==> src/sv/cffc_pkg.sv <==
// Shared types, constants and helper functions for the float format converter.
// Used by the pipeline stage modules, the top level and the testbench.
// No dependencies.
package cffc_pkg;

   // Register indexes on the configuration port.
   typedef logic [2:0] csr_index_type;
   localparam csr_index_type CSR_EXP_WIDTH  = 3'd0;
   localparam csr_index_type CSR_MANT_WIDTH = 3'd1;
   localparam csr_index_type CSR_EXP_BIAS   = 3'd2;
   localparam csr_index_type CSR_EXPL_LEAD  = 3'd3;
   localparam csr_index_type CSR_BYTE_ORDER = 3'd4;

   // Request functions.
   localparam logic FUNC_DECODE = 1'b0;
   localparam logic FUNC_ENCODE = 1'b1;

   // Value classes carried down the pipeline.
   typedef enum logic [1:0] {
      CLS_NUM,
      CLS_ZERO,
      CLS_INF,
      CLS_NAN
   } class_type;

   // Format settings after clamping, with the byte count of the packed value.
   typedef struct packed {
      logic [3:0]  ew;
      logic [5:0]  mw;
      logic [10:0] bias;
      logic        expl;
      logic        big;
      logic [3:0]  nb;
   } fmt_type;

   // A pair of per-stage control bits (enables or valids) of one module.
   typedef struct packed {
      logic lo;
      logic hi;
   } pair_type;

   // Unpacked operand: class, sign, significand and binary exponent.
   typedef struct packed {
      logic             func;
      logic             sign;
      class_type        cls;
      logic [52:0]      sig;
      logic signed [13:0] exp;
   } item_type;

   // Unpacked operand with the position of its leading one.
   typedef struct packed {
      item_type    item;
      logic [5:0]  lead;
   } lead_item_type;

   // Result before the final byte ordering.
   typedef struct packed {
      logic        func;
      logic [63:0] word;
   } word_type;

   localparam logic [63:0] D64_INF = 64'h7FF0_0000_0000_0000;
   localparam logic [63:0] D64_QNAN = 64'h7FF8_0000_0000_0000;

   // Mask of the n low bits, saturating at 64.
   function automatic logic [63:0] low_mask(input logic [6:0] n);
      logic [63:0] m;
      if (n >= 7'd64) begin
         m = '1;
      end else begin
         m = (64'd1 << n) - 64'd1;
      end
      return m;
   endfunction

   // Reverse the order of the nb low bytes; higher bytes become zero.
   function automatic logic [63:0] byte_swap(input logic [63:0] v, input logic [3:0] nb);
      logic [63:0] r;
      r = '0;
      for (int j = 0; j < 8; j++) begin
         for (int k = 0; k < 8; k++) begin
            if (j < int'(nb) && k == int'(nb) - 1 - j) begin
               r[8*k +: 8] = v[8*j +: 8];
            end
         end
      end
      return r;
   endfunction

   // Position of the most significant set bit (zero for a zero input).
   function automatic logic [5:0] top_bit(input logic [52:0] s);
      logic [5:0] p;
      p = '0;
      for (int i = 0; i < 53; i++) begin
         if (s[i]) begin
            p = 6'(i);
         end
      end
      return p;
   endfunction

endpackage

==> src/sv/cffc_if.sv <==
// Request and response channel interfaces of the float format converter.
// Depends on nothing.
interface cffc_req_if;
   logic        valid;
   logic        ready;
   logic        func;
   logic [63:0] operand;

   modport source (output valid, output func, output operand, input ready);
   modport sink (input valid, input func, input operand, output ready);
endinterface

interface cffc_rsp_if;
   logic        valid;
   logic        ready;
   logic [63:0] result_word;

   modport source (output valid, output result_word, input ready);
   modport sink (input valid, input result_word, output ready);
endinterface

==> src/sv/custom_float_format_converter.sv <==
// Converts between a configurable binary float format and IEEE binary64 bit patterns.
// Depends on cffc_pkg, the channel interfaces and the cffc_front, cffc_norm and cffc_back stages.
//
// The converter is a six-stage pipeline: byte ordering, field extraction, leading-one search,
// normalising shift, rounding or packing, and output byte ordering into the response
// register. One request enters every cycle unless the pipeline is stalled. Its response becomes
// valid once the request has passed through every stage register into the response register.
// Each stage holds its item only while the stage after it is full and stalled, so bubbles
// close up and a waiting response does not stop new requests until all six stages are full.
// Format registers are to be written only while no request is in flight; out-of-range widths
// are clamped to the nearest legal value.
module custom_float_format_converter
   import cffc_pkg::*;
#(
   parameter int RAW_WIDTH = 64
)
(
   input  logic          clock,
   input  logic          reset,
   cffc_req_if.sink      req_ch,
   cffc_rsp_if.source    rsp_ch,
   input  logic          csr_we,
   input  csr_index_type csr_index,
   input  logic [10:0]   csr_wdata
);

   localparam int RAW_BYTES = (RAW_WIDTH + 7) / 8;

   logic [3:0]  exp_width_ff;
   logic [5:0]  mant_width_ff;
   logic [10:0] exp_bias_ff;
   logic        expl_lead_ff;
   logic        byte_order_ff;

   fmt_type     fmt;
   logic [63:0] raw_mask;
   pair_type    front_en;
   pair_type    norm_en;
   pair_type    back_en;
   pair_type    front_vld;
   pair_type    norm_vld;
   pair_type    back_vld;
   item_type    front_item;
   item_type    norm_item;

   // Format registers.
   always_ff @(posedge clock) begin
      if (reset) begin
         exp_width_ff  <= 4'd8;
         mant_width_ff <= 6'd23;
         exp_bias_ff   <= 11'd127;
         expl_lead_ff  <= 1'b0;
         byte_order_ff <= 1'b0;
      end else if (csr_we) begin
         case (csr_index)
            CSR_EXP_WIDTH:  exp_width_ff  <= csr_wdata[3:0];
            CSR_MANT_WIDTH: mant_width_ff <= csr_wdata[5:0];
            CSR_EXP_BIAS:   exp_bias_ff   <= csr_wdata;
            CSR_EXPL_LEAD:  expl_lead_ff  <= csr_wdata[0];
            CSR_BYTE_ORDER: byte_order_ff <= csr_wdata[0];
            default: ;
         endcase
      end
   end

   // Clamped format and the byte count of a packed value.
   always_comb begin
      logic [6:0] total;
      logic [3:0] nb;
      fmt.ew = (exp_width_ff < 4'd2) ? 4'd2 : ((exp_width_ff > 4'd11) ? 4'd11 : exp_width_ff);
      fmt.mw = (mant_width_ff == 6'd0) ? 6'd1
             : ((mant_width_ff > 6'd52) ? 6'd52 : mant_width_ff);
      fmt.bias = exp_bias_ff;
      fmt.expl = expl_lead_ff;
      fmt.big = byte_order_ff;
      total = 7'd1 + 7'(fmt.ew) + 7'(fmt.mw) + 7'd7;
      nb = 4'(total >> 3);
      fmt.nb = (nb > 4'(RAW_BYTES)) ? 4'(RAW_BYTES) : nb;
   end

   // Bits of the raw word that exist.
   always_comb begin
      for (int i = 0; i < 64; i++) begin
         raw_mask[i] = (i < RAW_WIDTH);
      end
   end

   // Each stage loads when it is empty or when the stage after it loads; the last one when its response is taken.
   always_comb begin
      back_en.hi  = !back_vld.hi || rsp_ch.ready;
      back_en.lo  = !back_vld.lo || back_en.hi;
      norm_en.hi  = !norm_vld.hi || back_en.lo;
      norm_en.lo  = !norm_vld.lo || norm_en.hi;
      front_en.hi = !front_vld.hi || norm_en.lo;
      front_en.lo = !front_vld.lo || front_en.hi;
   end

   assign req_ch.ready = front_en.lo;
   assign rsp_ch.valid = back_vld.hi;

   cffc_front u_front (
      .clock      (clock),
      .reset      (reset),
      .fmt        (fmt),
      .raw_mask   (raw_mask),
      .en         (front_en),
      .in_valid   (req_ch.valid),
      .in_func    (req_ch.func),
      .in_operand (req_ch.operand),
      .vld        (front_vld),
      .item       (front_item)
   );

   cffc_norm u_norm (
      .clock    (clock),
      .reset    (reset),
      .en       (norm_en),
      .in_valid (front_vld.hi),
      .in_item  (front_item),
      .vld      (norm_vld),
      .item     (norm_item)
   );

   cffc_back u_back (
      .clock       (clock),
      .reset       (reset),
      .fmt         (fmt),
      .raw_mask    (raw_mask),
      .en          (back_en),
      .in_valid    (norm_vld.hi),
      .in_item     (norm_item),
      .vld         (back_vld),
      .result_word (rsp_ch.result_word)
   );

endmodule

==> src/sv/cffc_front.sv <==
// Front stages: byte ordering of the raw word, then field extraction and classification.
// Depends on cffc_pkg.
module cffc_front
   import cffc_pkg::*;
(
   input  logic        clock,
   input  logic        reset,
   input  fmt_type     fmt,
   input  logic [63:0] raw_mask,
   input  pair_type    en,
   input  logic        in_valid,
   input  logic        in_func,
   input  logic [63:0] in_operand,
   output pair_type    vld,
   output item_type    item
);

   logic        a_valid_ff;
   logic        a_func_ff;
   logic [63:0] a_word_ff;
   logic [63:0] a_word_in;

   logic        b_valid_ff;
   item_type    b_item_ff;
   item_type    b_item_in;

   // Stage A: bring the raw bytes into natural order; binary64 passes through.
   always_comb begin
      logic [63:0] raw;
      raw = in_operand & raw_mask;
      if (in_func == FUNC_ENCODE) begin
         a_word_in = in_operand;
      end else if (fmt.big) begin
         a_word_in = byte_swap(raw, fmt.nb);
      end else begin
         a_word_in = raw & low_mask({fmt.nb, 3'b000});
      end
   end

   always_ff @(posedge clock) begin
      if (reset) begin
         a_valid_ff <= 1'b0;
      end else if (en.lo) begin
         a_valid_ff <= in_valid;
      end
      if (en.lo) begin
         a_func_ff <= in_func;
         a_word_ff <= a_word_in;
      end
   end

   // Stage B: split into sign, exponent and significand and classify.
   always_comb begin
      logic [63:0] sh;
      logic [10:0] ex;
      logic [10:0] expmax;
      logic [52:0] mant;
      logic [10:0] dex;
      logic [51:0] frac;
      logic signed [13:0] bias_s;
      logic signed [13:0] mw_s;
      sh = a_word_ff >> (7'(fmt.ew) + 7'(fmt.mw));
      ex = 11'((a_word_ff >> fmt.mw) & low_mask(7'(fmt.ew)));
      expmax = 11'(low_mask(7'(fmt.ew)));
      mant = 53'(a_word_ff & low_mask(7'(fmt.mw)));
      dex = a_word_ff[62:52];
      frac = a_word_ff[51:0];
      bias_s = $signed({3'b000, fmt.bias});
      mw_s = $signed({8'b0, fmt.mw});
      b_item_in.func = a_func_ff;
      b_item_in.sig = '0;
      b_item_in.exp = '0;
      b_item_in.cls = CLS_NUM;
      if (a_func_ff == FUNC_DECODE) begin
         b_item_in.sign = sh[0];
         if (ex == expmax) begin
            b_item_in.cls = (mant == '0) ? CLS_INF : CLS_NAN;
         end else begin
            if (ex == '0) begin
               b_item_in.sig = mant;
               b_item_in.exp = 14'sd1 - bias_s - mw_s;
            end else if (fmt.expl) begin
               b_item_in.sig = mant;
               b_item_in.exp = $signed({3'b000, ex}) - bias_s - mw_s + 14'sd1;
            end else begin
               b_item_in.sig = mant | (53'd1 << fmt.mw);
               b_item_in.exp = $signed({3'b000, ex}) - bias_s - mw_s;
            end
            b_item_in.cls = (b_item_in.sig == '0) ? CLS_ZERO : CLS_NUM;
         end
      end else begin
         b_item_in.sign = a_word_ff[63];
         if (dex == 11'h7FF) begin
            b_item_in.cls = (frac == '0) ? CLS_INF : CLS_NAN;
         end else if (dex == '0 && frac == '0) begin
            b_item_in.cls = CLS_ZERO;
         end else begin
            // Subnormals carry exponent one; the lead count fixes the scale later.
            b_item_in.sig = {dex != '0, frac};
            b_item_in.exp = ((dex == '0) ? 14'sd1 : $signed({3'b000, dex})) - 14'sd1075;
         end
      end
   end

   always_ff @(posedge clock) begin
      if (reset) begin
         b_valid_ff <= 1'b0;
      end else if (en.hi) begin
         b_valid_ff <= a_valid_ff;
      end
      if (en.hi) begin
         b_item_ff <= b_item_in;
      end
   end

   assign vld.lo = a_valid_ff;
   assign vld.hi = b_valid_ff;
   assign item = b_item_ff;

endmodule

==> src/sv/cffc_norm.sv <==
// Normalising stages: leading-one search, then shift of the significand to bit 52.
// Depends on cffc_pkg.
module cffc_norm
   import cffc_pkg::*;
(
   input  logic     clock,
   input  logic     reset,
   input  pair_type en,
   input  logic     in_valid,
   input  item_type in_item,
   output pair_type vld,
   output item_type item
);

   logic          c_valid_ff;
   lead_item_type c_item_ff;
   lead_item_type c_item_in;

   logic          d_valid_ff;
   item_type      d_item_ff;
   item_type      d_item_in;

   // Stage C: find the leading one of the significand.
   always_comb begin
      c_item_in.item = in_item;
      c_item_in.lead = top_bit(in_item.sig);
   end

   always_ff @(posedge clock) begin
      if (reset) begin
         c_valid_ff <= 1'b0;
      end else if (en.lo) begin
         c_valid_ff <= in_valid;
      end
      if (en.lo) begin
         c_item_ff <= c_item_in;
      end
   end

   // Stage D: move the leading one to bit 52 and fold its position into the exponent.
   always_comb begin
      d_item_in = c_item_ff.item;
      d_item_in.sig = c_item_ff.item.sig << (6'd52 - c_item_ff.lead);
      d_item_in.exp = c_item_ff.item.exp + $signed({8'b0, c_item_ff.lead});
   end

   always_ff @(posedge clock) begin
      if (reset) begin
         d_valid_ff <= 1'b0;
      end else if (en.hi) begin
         d_valid_ff <= c_valid_ff;
      end
      if (en.hi) begin
         d_item_ff <= d_item_in;
      end
   end

   assign vld.lo = c_valid_ff;
   assign vld.hi = d_valid_ff;
   assign item = d_item_ff;

endmodule

==> src/sv/cffc_back.sv <==
// Back stages: rounding or truncation and packing, then output byte ordering.
// Depends on cffc_pkg.
module cffc_back
   import cffc_pkg::*;
(
   input  logic        clock,
   input  logic        reset,
   input  fmt_type     fmt,
   input  logic [63:0] raw_mask,
   input  pair_type    en,
   input  logic        in_valid,
   input  item_type    in_item,
   output pair_type    vld,
   output logic [63:0] result_word
);

   logic        e_valid_ff;
   word_type    e_word_ff;
   word_type    e_word_in;

   logic        f_valid_ff;
   logic [63:0] f_word_ff;
   logic [63:0] f_word_in;

   // Stage E: build the binary64 pattern or the packed custom word.
   always_comb begin
      logic [63:0] sb;
      logic [63:0] sig64;
      logic signed [13:0] be;
      logic signed [13:0] k;
      logic [63:0] q;
      logic [63:0] rem;
      logic [63:0] half;
      logic signed [13:0] st;
      logic signed [13:0] sh;
      logic [10:0] expmax;
      logic [10:0] stored;
      logic [63:0] mant;
      logic [6:0]  mkeep;
      sb = {in_item.sign, 63'b0};
      sig64 = {11'b0, in_item.sig};
      be = in_item.exp + 14'sd1023;
      k = 14'sd1 - be;
      q = sig64 >> k[5:0];
      rem = sig64 & low_mask({1'b0, k[5:0]});
      half = 64'd1 << (k[5:0] - 6'd1);
      st = in_item.exp + $signed({3'b000, fmt.bias});
      sh = 14'sd53 - $signed({8'b0, fmt.mw}) + $signed({13'b0, fmt.expl}) - st;
      expmax = 11'(low_mask(7'(fmt.ew)));
      mkeep = fmt.expl ? 7'(fmt.mw) - 7'd1 : 7'(fmt.mw);
      stored = '0;
      mant = '0;
      e_word_in.func = in_item.func;
      e_word_in.word = '0;
      if (in_item.func == FUNC_DECODE) begin
         case (in_item.cls)
            CLS_ZERO: e_word_in.word = sb;
            CLS_INF:  e_word_in.word = sb | D64_INF;
            CLS_NAN:  e_word_in.word = sb | D64_QNAN;
            CLS_NUM: begin
               if (be >= 14'sd2047) begin
                  e_word_in.word = sb | D64_INF;
               end else if (be >= 14'sd1) begin
                  e_word_in.word = sb | {1'b0, be[10:0], in_item.sig[51:0]};
               end else if (k >= 14'sd54) begin
                  e_word_in.word = sb;
               end else begin
                  // Round to nearest, ties to even.
                  if (rem > half || (rem == half && q[0])) begin
                     q = q + 64'd1;
                  end
                  e_word_in.word = sb | q;
               end
            end
            default: e_word_in.word = sb;
         endcase
      end else begin
         case (in_item.cls)
            CLS_ZERO: begin
               stored = '0;
               mant = '0;
            end
            CLS_INF: begin
               stored = expmax;
               mant = '0;
            end
            CLS_NAN: begin
               stored = expmax;
               mant = 64'd1;
            end
            CLS_NUM: begin
               if (st <= 14'sd0) begin
                  // Too small for a normal: truncated subnormal or zero.
                  stored = '0;
                  mant = (sh >= 14'sd64) ? 64'd0 : (sig64 >> sh[5:0]);
                  mant = mant & low_mask(mkeep);
               end else if (st >= $signed({3'b000, expmax})) begin
                  stored = expmax;
                  mant = '0;
               end else begin
                  stored = st[10:0];
                  if (fmt.expl) begin
                     mant = sig64 >> (6'd53 - fmt.mw);
                  end else begin
                     mant = (sig64 >> (6'd52 - fmt.mw)) & low_mask(7'(fmt.mw));
                  end
               end
            end
            default: begin
               stored = '0;
               mant = '0;
            end
         endcase
         e_word_in.word = ({63'b0, in_item.sign} << (7'(fmt.ew) + 7'(fmt.mw)))
                        | ({53'b0, stored} << fmt.mw) | mant;
      end
   end

   always_ff @(posedge clock) begin
      if (reset) begin
         e_valid_ff <= 1'b0;
      end else if (en.lo) begin
         e_valid_ff <= in_valid;
      end
      if (en.lo) begin
         e_word_ff <= e_word_in;
      end
   end

   // Stage F: order the bytes of an encoded word and clear the unused ones.
   always_comb begin
      if (e_word_ff.func == FUNC_ENCODE) begin
         if (fmt.big) begin
            f_word_in = byte_swap(e_word_ff.word, fmt.nb) & raw_mask;
         end else begin
            f_word_in = e_word_ff.word & low_mask({fmt.nb, 3'b000}) & raw_mask;
         end
      end else begin
         f_word_in = e_word_ff.word;
      end
   end

   always_ff @(posedge clock) begin
      if (reset) begin
         f_valid_ff <= 1'b0;
      end else if (en.hi) begin
         f_valid_ff <= e_valid_ff;
      end
      if (en.hi) begin
         f_word_ff <= f_word_in;
      end
   end

   assign vld.lo = e_valid_ff;
   assign vld.hi = f_valid_ff;
   assign result_word = f_word_ff;

endmodule

==> src/flat_wrapper.sv <==
// flat-port wrapper written by rule: the top's interface ports become plain ports
module custom_float_format_converter_flat import cffc_pkg::*;
#(
   parameter int RAW_WIDTH = 64
)
  (clock, reset, csr_we, csr_index, csr_wdata, req_ch_valid, req_ch_func, req_ch_operand, req_ch_ready, rsp_ch_valid, rsp_ch_result_word, rsp_ch_ready);
  cffc_req_if req_ch_i ();
  cffc_rsp_if rsp_ch_i ();
  input  logic clock;
  input  logic reset;
  input  logic csr_we;
  input  csr_index_type csr_index;
  input  logic [10:0] csr_wdata;
  input wire logic [$bits(req_ch_i.valid)-1:0] req_ch_valid;
  input wire logic [$bits(req_ch_i.func)-1:0] req_ch_func;
  input wire logic [$bits(req_ch_i.operand)-1:0] req_ch_operand;
  output wire logic [$bits(req_ch_i.ready)-1:0] req_ch_ready;
  output wire logic [$bits(rsp_ch_i.valid)-1:0] rsp_ch_valid;
  output wire logic [$bits(rsp_ch_i.result_word)-1:0] rsp_ch_result_word;
  input wire logic [$bits(rsp_ch_i.ready)-1:0] rsp_ch_ready;
  assign req_ch_i.valid = req_ch_valid;
  assign req_ch_i.func = req_ch_func;
  assign req_ch_i.operand = req_ch_operand;
  assign req_ch_ready = req_ch_i.ready;
  assign rsp_ch_valid = rsp_ch_i.valid;
  assign rsp_ch_result_word = rsp_ch_i.result_word;
  assign rsp_ch_i.ready = rsp_ch_ready;
  custom_float_format_converter #(.RAW_WIDTH(RAW_WIDTH)) u_core (.clock(clock), .reset(reset), .req_ch(req_ch_i), .rsp_ch(rsp_ch_i), .csr_we(csr_we), .csr_index(csr_index), .csr_wdata(csr_wdata));
endmodule
==> config.mk <==
export PLATFORM = sky130hd
export DESIGN_NAME = custom_float_format_converter_flat
export DESIGN_NICKNAME = d
export VERILOG_FILES = /design/src/sv/cffc_pkg.sv /design/src/sv/cffc_if.sv /design/src/sv/custom_float_format_converter.sv /design/src/sv/cffc_front.sv /design/src/sv/cffc_norm.sv /design/src/sv/cffc_back.sv /design/src/flat_wrapper.sv
export SDC_FILE = /design/constraint.sdc
export NUM_CORES = 2
export LEC_CHECK = 0
export BUFFER_PORTS_ARGS = -buffer_cell sky130_fd_sc_hd__buf_2
export CAP_MARGIN = 5
export CORE_MARGIN = 3
export CORE_UTILIZATION = 35
export CTS_BUF_LIST = sky130_fd_sc_hd__clkbuf_8
export CTS_CLUSTER_SIZE = 16
export DETAILED_ROUTE_END_ITERATION = 12
export SLEW_MARGIN = 20
export SYNTH_ARGS = -nofsm -noshare
export SYNTH_HDL_FRONTEND = slang
export SYNTH_HIERARCHICAL = 1
export SYNTH_SLANG_ARGS = --single-unit
==> constraint.sdc <==
create_clock -name clock -period 10.53 [get_ports clock]
set_input_delay 0.5265 -clock clock [delete_from_list [all_inputs] [get_ports clock]]
set_output_delay 0.5265 -clock clock [all_outputs]
set_load 0.1 [all_outputs]
==> metrics.txt <==
status=finished clean; die extent in x=453 um; Peak supply drop=0.501 mV; Reg clk slew, reported paths=0.06 ns; Fin Clk Skew=0.101 ns; detailed placer's ending HPWL=305 mm; Reg2Reg Depth=32; Arrival @ worst endpoint=10.22 ns; RSZ-0062 raised after global routing=no; post-route DRC violation count=0; Yosys top cell area share=0.177; leading cell type in the layout, fill and taps excluded=nand2_1; Syn-to-layout area delta=8.29%; CTS root buf=clkbuf_8; worst-skew pair later-pin latency=0.84 ns; H-tree lvl count=3; Slew @ Worst Pin=1.25 ns; static leakage=29.6 nW; post-route antenna net violation count=0; crit path buf inv count=4; Hold Vio Cnt, Final=0; fin. max-slew vios=0; Rel. slew slack=0.166; Post-Syn Area=70000 um2; HP Class=input port to register; IO Port Bufs=149; kind of critical path=register to register; setup tns final=0 ns; grt ovf=0; post-layout min period=9.67 ns; Cell Pwr Density=360 nW/um2; number of global-route vias before repair=75238; yosys warns=6; Async S/R FF share, synth=0; Hold Crit Depth=4; initial antenna violation count=34; DRT Pass-1 Iters=9; leading area contributor after synthesis=edfxtp_1; Synth area leaders=edfxtp_1 (18%), mux4_2 (9.0%), nand2_1 (6.6%); drt total wl=413 mm; Die H=453 um; Design Area, Final=75900 um2; Critical Path Start Type=register; Tcrit/Tclk final=0.919; Core ar.=198000 um2; Max Clk Rate=103 MHz; crit path max fanout=41; Synth Flop Type=edfxtp_1; FILL cells=20844; final setup violation count=0; GRT Resource Usage Total=0.385; CTS tree=done; GPL Wtd Cong=1.08; EDFF count, synth=413; Layout Utilization=0.383; CP endpoint kind=register; Via density=6.78; I/O pin count=150; Mapped Avg Cell Area=7.59 um2; Cell Area, Placed=74000 um2; TritonCTS Buffers=83; cell family contributing the most delay on the critical path=simple AND/OR/NAND/NOR gates; Initial Util=0.353; via total after detailed routing=80763; sequential share of the synthesized area=0.185; pin count of the biggest net entering global routing=133; fraction of layout cells with a size suffix above 1=0.127; Cells after Synth=9223; first-pass GRT wire length=575 mm; Clock Sinks=442; die area=206000 um2; Worst path depth=32; Synth cell types=139; Yosys reg bits=442; Initial DRC Count=12544; WP data required=11.08 ns; clk buf depth=3; CP max stage cell=edfxtp_1; commonest cells after routing, fill and taps aside=nand2_1 (1236), nor2_1 (993), a21oi_1 (679); routed len/inst=34.7 um; # rows=163; MaxCap Viol Count=0; Pwr Total=27.3 mW; Largest stage delay, worst path=0.49 ns; Final nets=9496
layer usage:
layer	routed length [um]	global-route usage
met2	182000	0.603
met5	77	0
met1	150000	0.453
met3	43500	0.100
met4	38100	0.290
stage by stage:
step | cells | hold slack (ns) | setup slack (ns)
2_1_floorplan | 9514 | 0.400 | 1.39
3_3_place_gp | 11726 | 0.402 | 0.812
3_5_place_dp | 11726 | 0.405 | 0.526
4_1_cts | 11886 | 0.00683 | 0.534
5_1_grt | 11897 | 0.0828 | 0.210
6_report | 11912 | 0.101 | 0.855
worst register-to-register path: cells and delay by family, from the launching register on:
family,cells,cell delay [ns]
fa+ha+maj,3,0.98
flops,1,0.49
xor+xnor,2,0.52
compound gates,9,2.38
simple gates,12,3.26
buf+inv,4,0.97
mux,2,0.80
cell type report:
cell class              count  area [um2]  share of cell area
well taps                2640        3300              0.0435
multi-input cells        7975       53900               0.711
repair buffers            442        3020              0.0398
inverters                 245         920              0.0121
flip-flops and latches    442       13000               0.171
clock buffers              87        1200              0.0158
clock inverters            60         470             0.00620
diodes                     21        52.6            0.000693
flip-flops by register name (all words and copies together), names as in the netlist, 4 cells and up:
name	cells
u_core/u_norm/c_item_ff	77
u_core/u_front/item	71
u_core/u_norm/item	71
u_core/u_back/e_word_ff	65
u_core/u_back/result_word	64
u_core/u_front/a_word_ff	64
u_core/exp_bias_ff	11
u_core/mant_width_ff	6
u_core/exp_width_ff	4
what timing repair did:
| item | in CTS | in global routing |
|---|---|---|
| hold endpoints to repair | 24 | 0 |
| endpoints found under the setup margin | 0 | 19 |
| hold buffers | 13 | 0 |
| resized for setup | 0 | 1 |
| setup buffers | 0 | 4 |
power by group:
part	total, mW	switching (mW)	internal, mW	leakage (nW)
Clock	1.74	0.821	0.923	0.911
Combinational	22.5	15.4	7.10	23.7
Sequential	3.03	0.688	2.34	5.02
Total	27.3	17.0	10.4	29.6
synthesized netlist by cell type (29+ instances only):
master        n
o211ai_1    181
buf_1       112
edfxtp_1    413
and3_1      109
a211o_1      35
and2_1      140
ha_1        215
mux2i_1     380
nand3_1     332
o31a_1       31
buf_6        30
a211oi_1    160
buf_2        84
o21ai_1      38
nor4_1       67
a21o_1       66
a31oi_1     135
o21ai_0     590
o2111ai_1    44
inv_1       227
a22oi_1      54
xnor2_1     162
o21a_1       41
or2_2        32
a311oi_1     38
nand2b_1     63
o22ai_1     127
nor2_1      999
clkbuf_1    587
mux4_2      280
buf_4        34
a221oi_1     53
or3_1        51
a21boi_0     36
a21oi_1     681
mux2_2      140
nand4_1      81
o31ai_1      51
o221ai_1    143
a32oi_1      50
nor2b_1      84
nor3_1      168
nand2_1    1237
dfxtp_1      29
xor2_1       74
kinds of logic (layout without fill, tap and decap cells):
family                     after synthesis  count (layout)  synth area share
and+or+nand+nor                       3524            3524             0.233
AOI/OAI and AO/OA                     2881            2881             0.274
buffers and inverters                 1097             834            0.0657
muxes                                  809             809             0.169
DFF                                    442             442             0.185
xor gates and xnor gates               246             246            0.0323
adders and majority gates              223             223            0.0407
other                                    1             313         0.0000535
path summary, 6_finish.rpt:
check / from / end / slack (ns)
setup / recovery: u_core/u_norm/item[1] / u_core/u_back/e_word_ff[24] / 0.86
hold / removal: csr_we / u_core/byte_order_ff / 0.10
setup reg to reg: u_core/u_norm/item[1] / u_core/u_back/e_word_ff[24] / 0.86
hold reg to reg: u_core/u_front/item[13] / u_core/u_norm/c_item_ff[19] / 0.37
(Power assumes the default switching activity.)
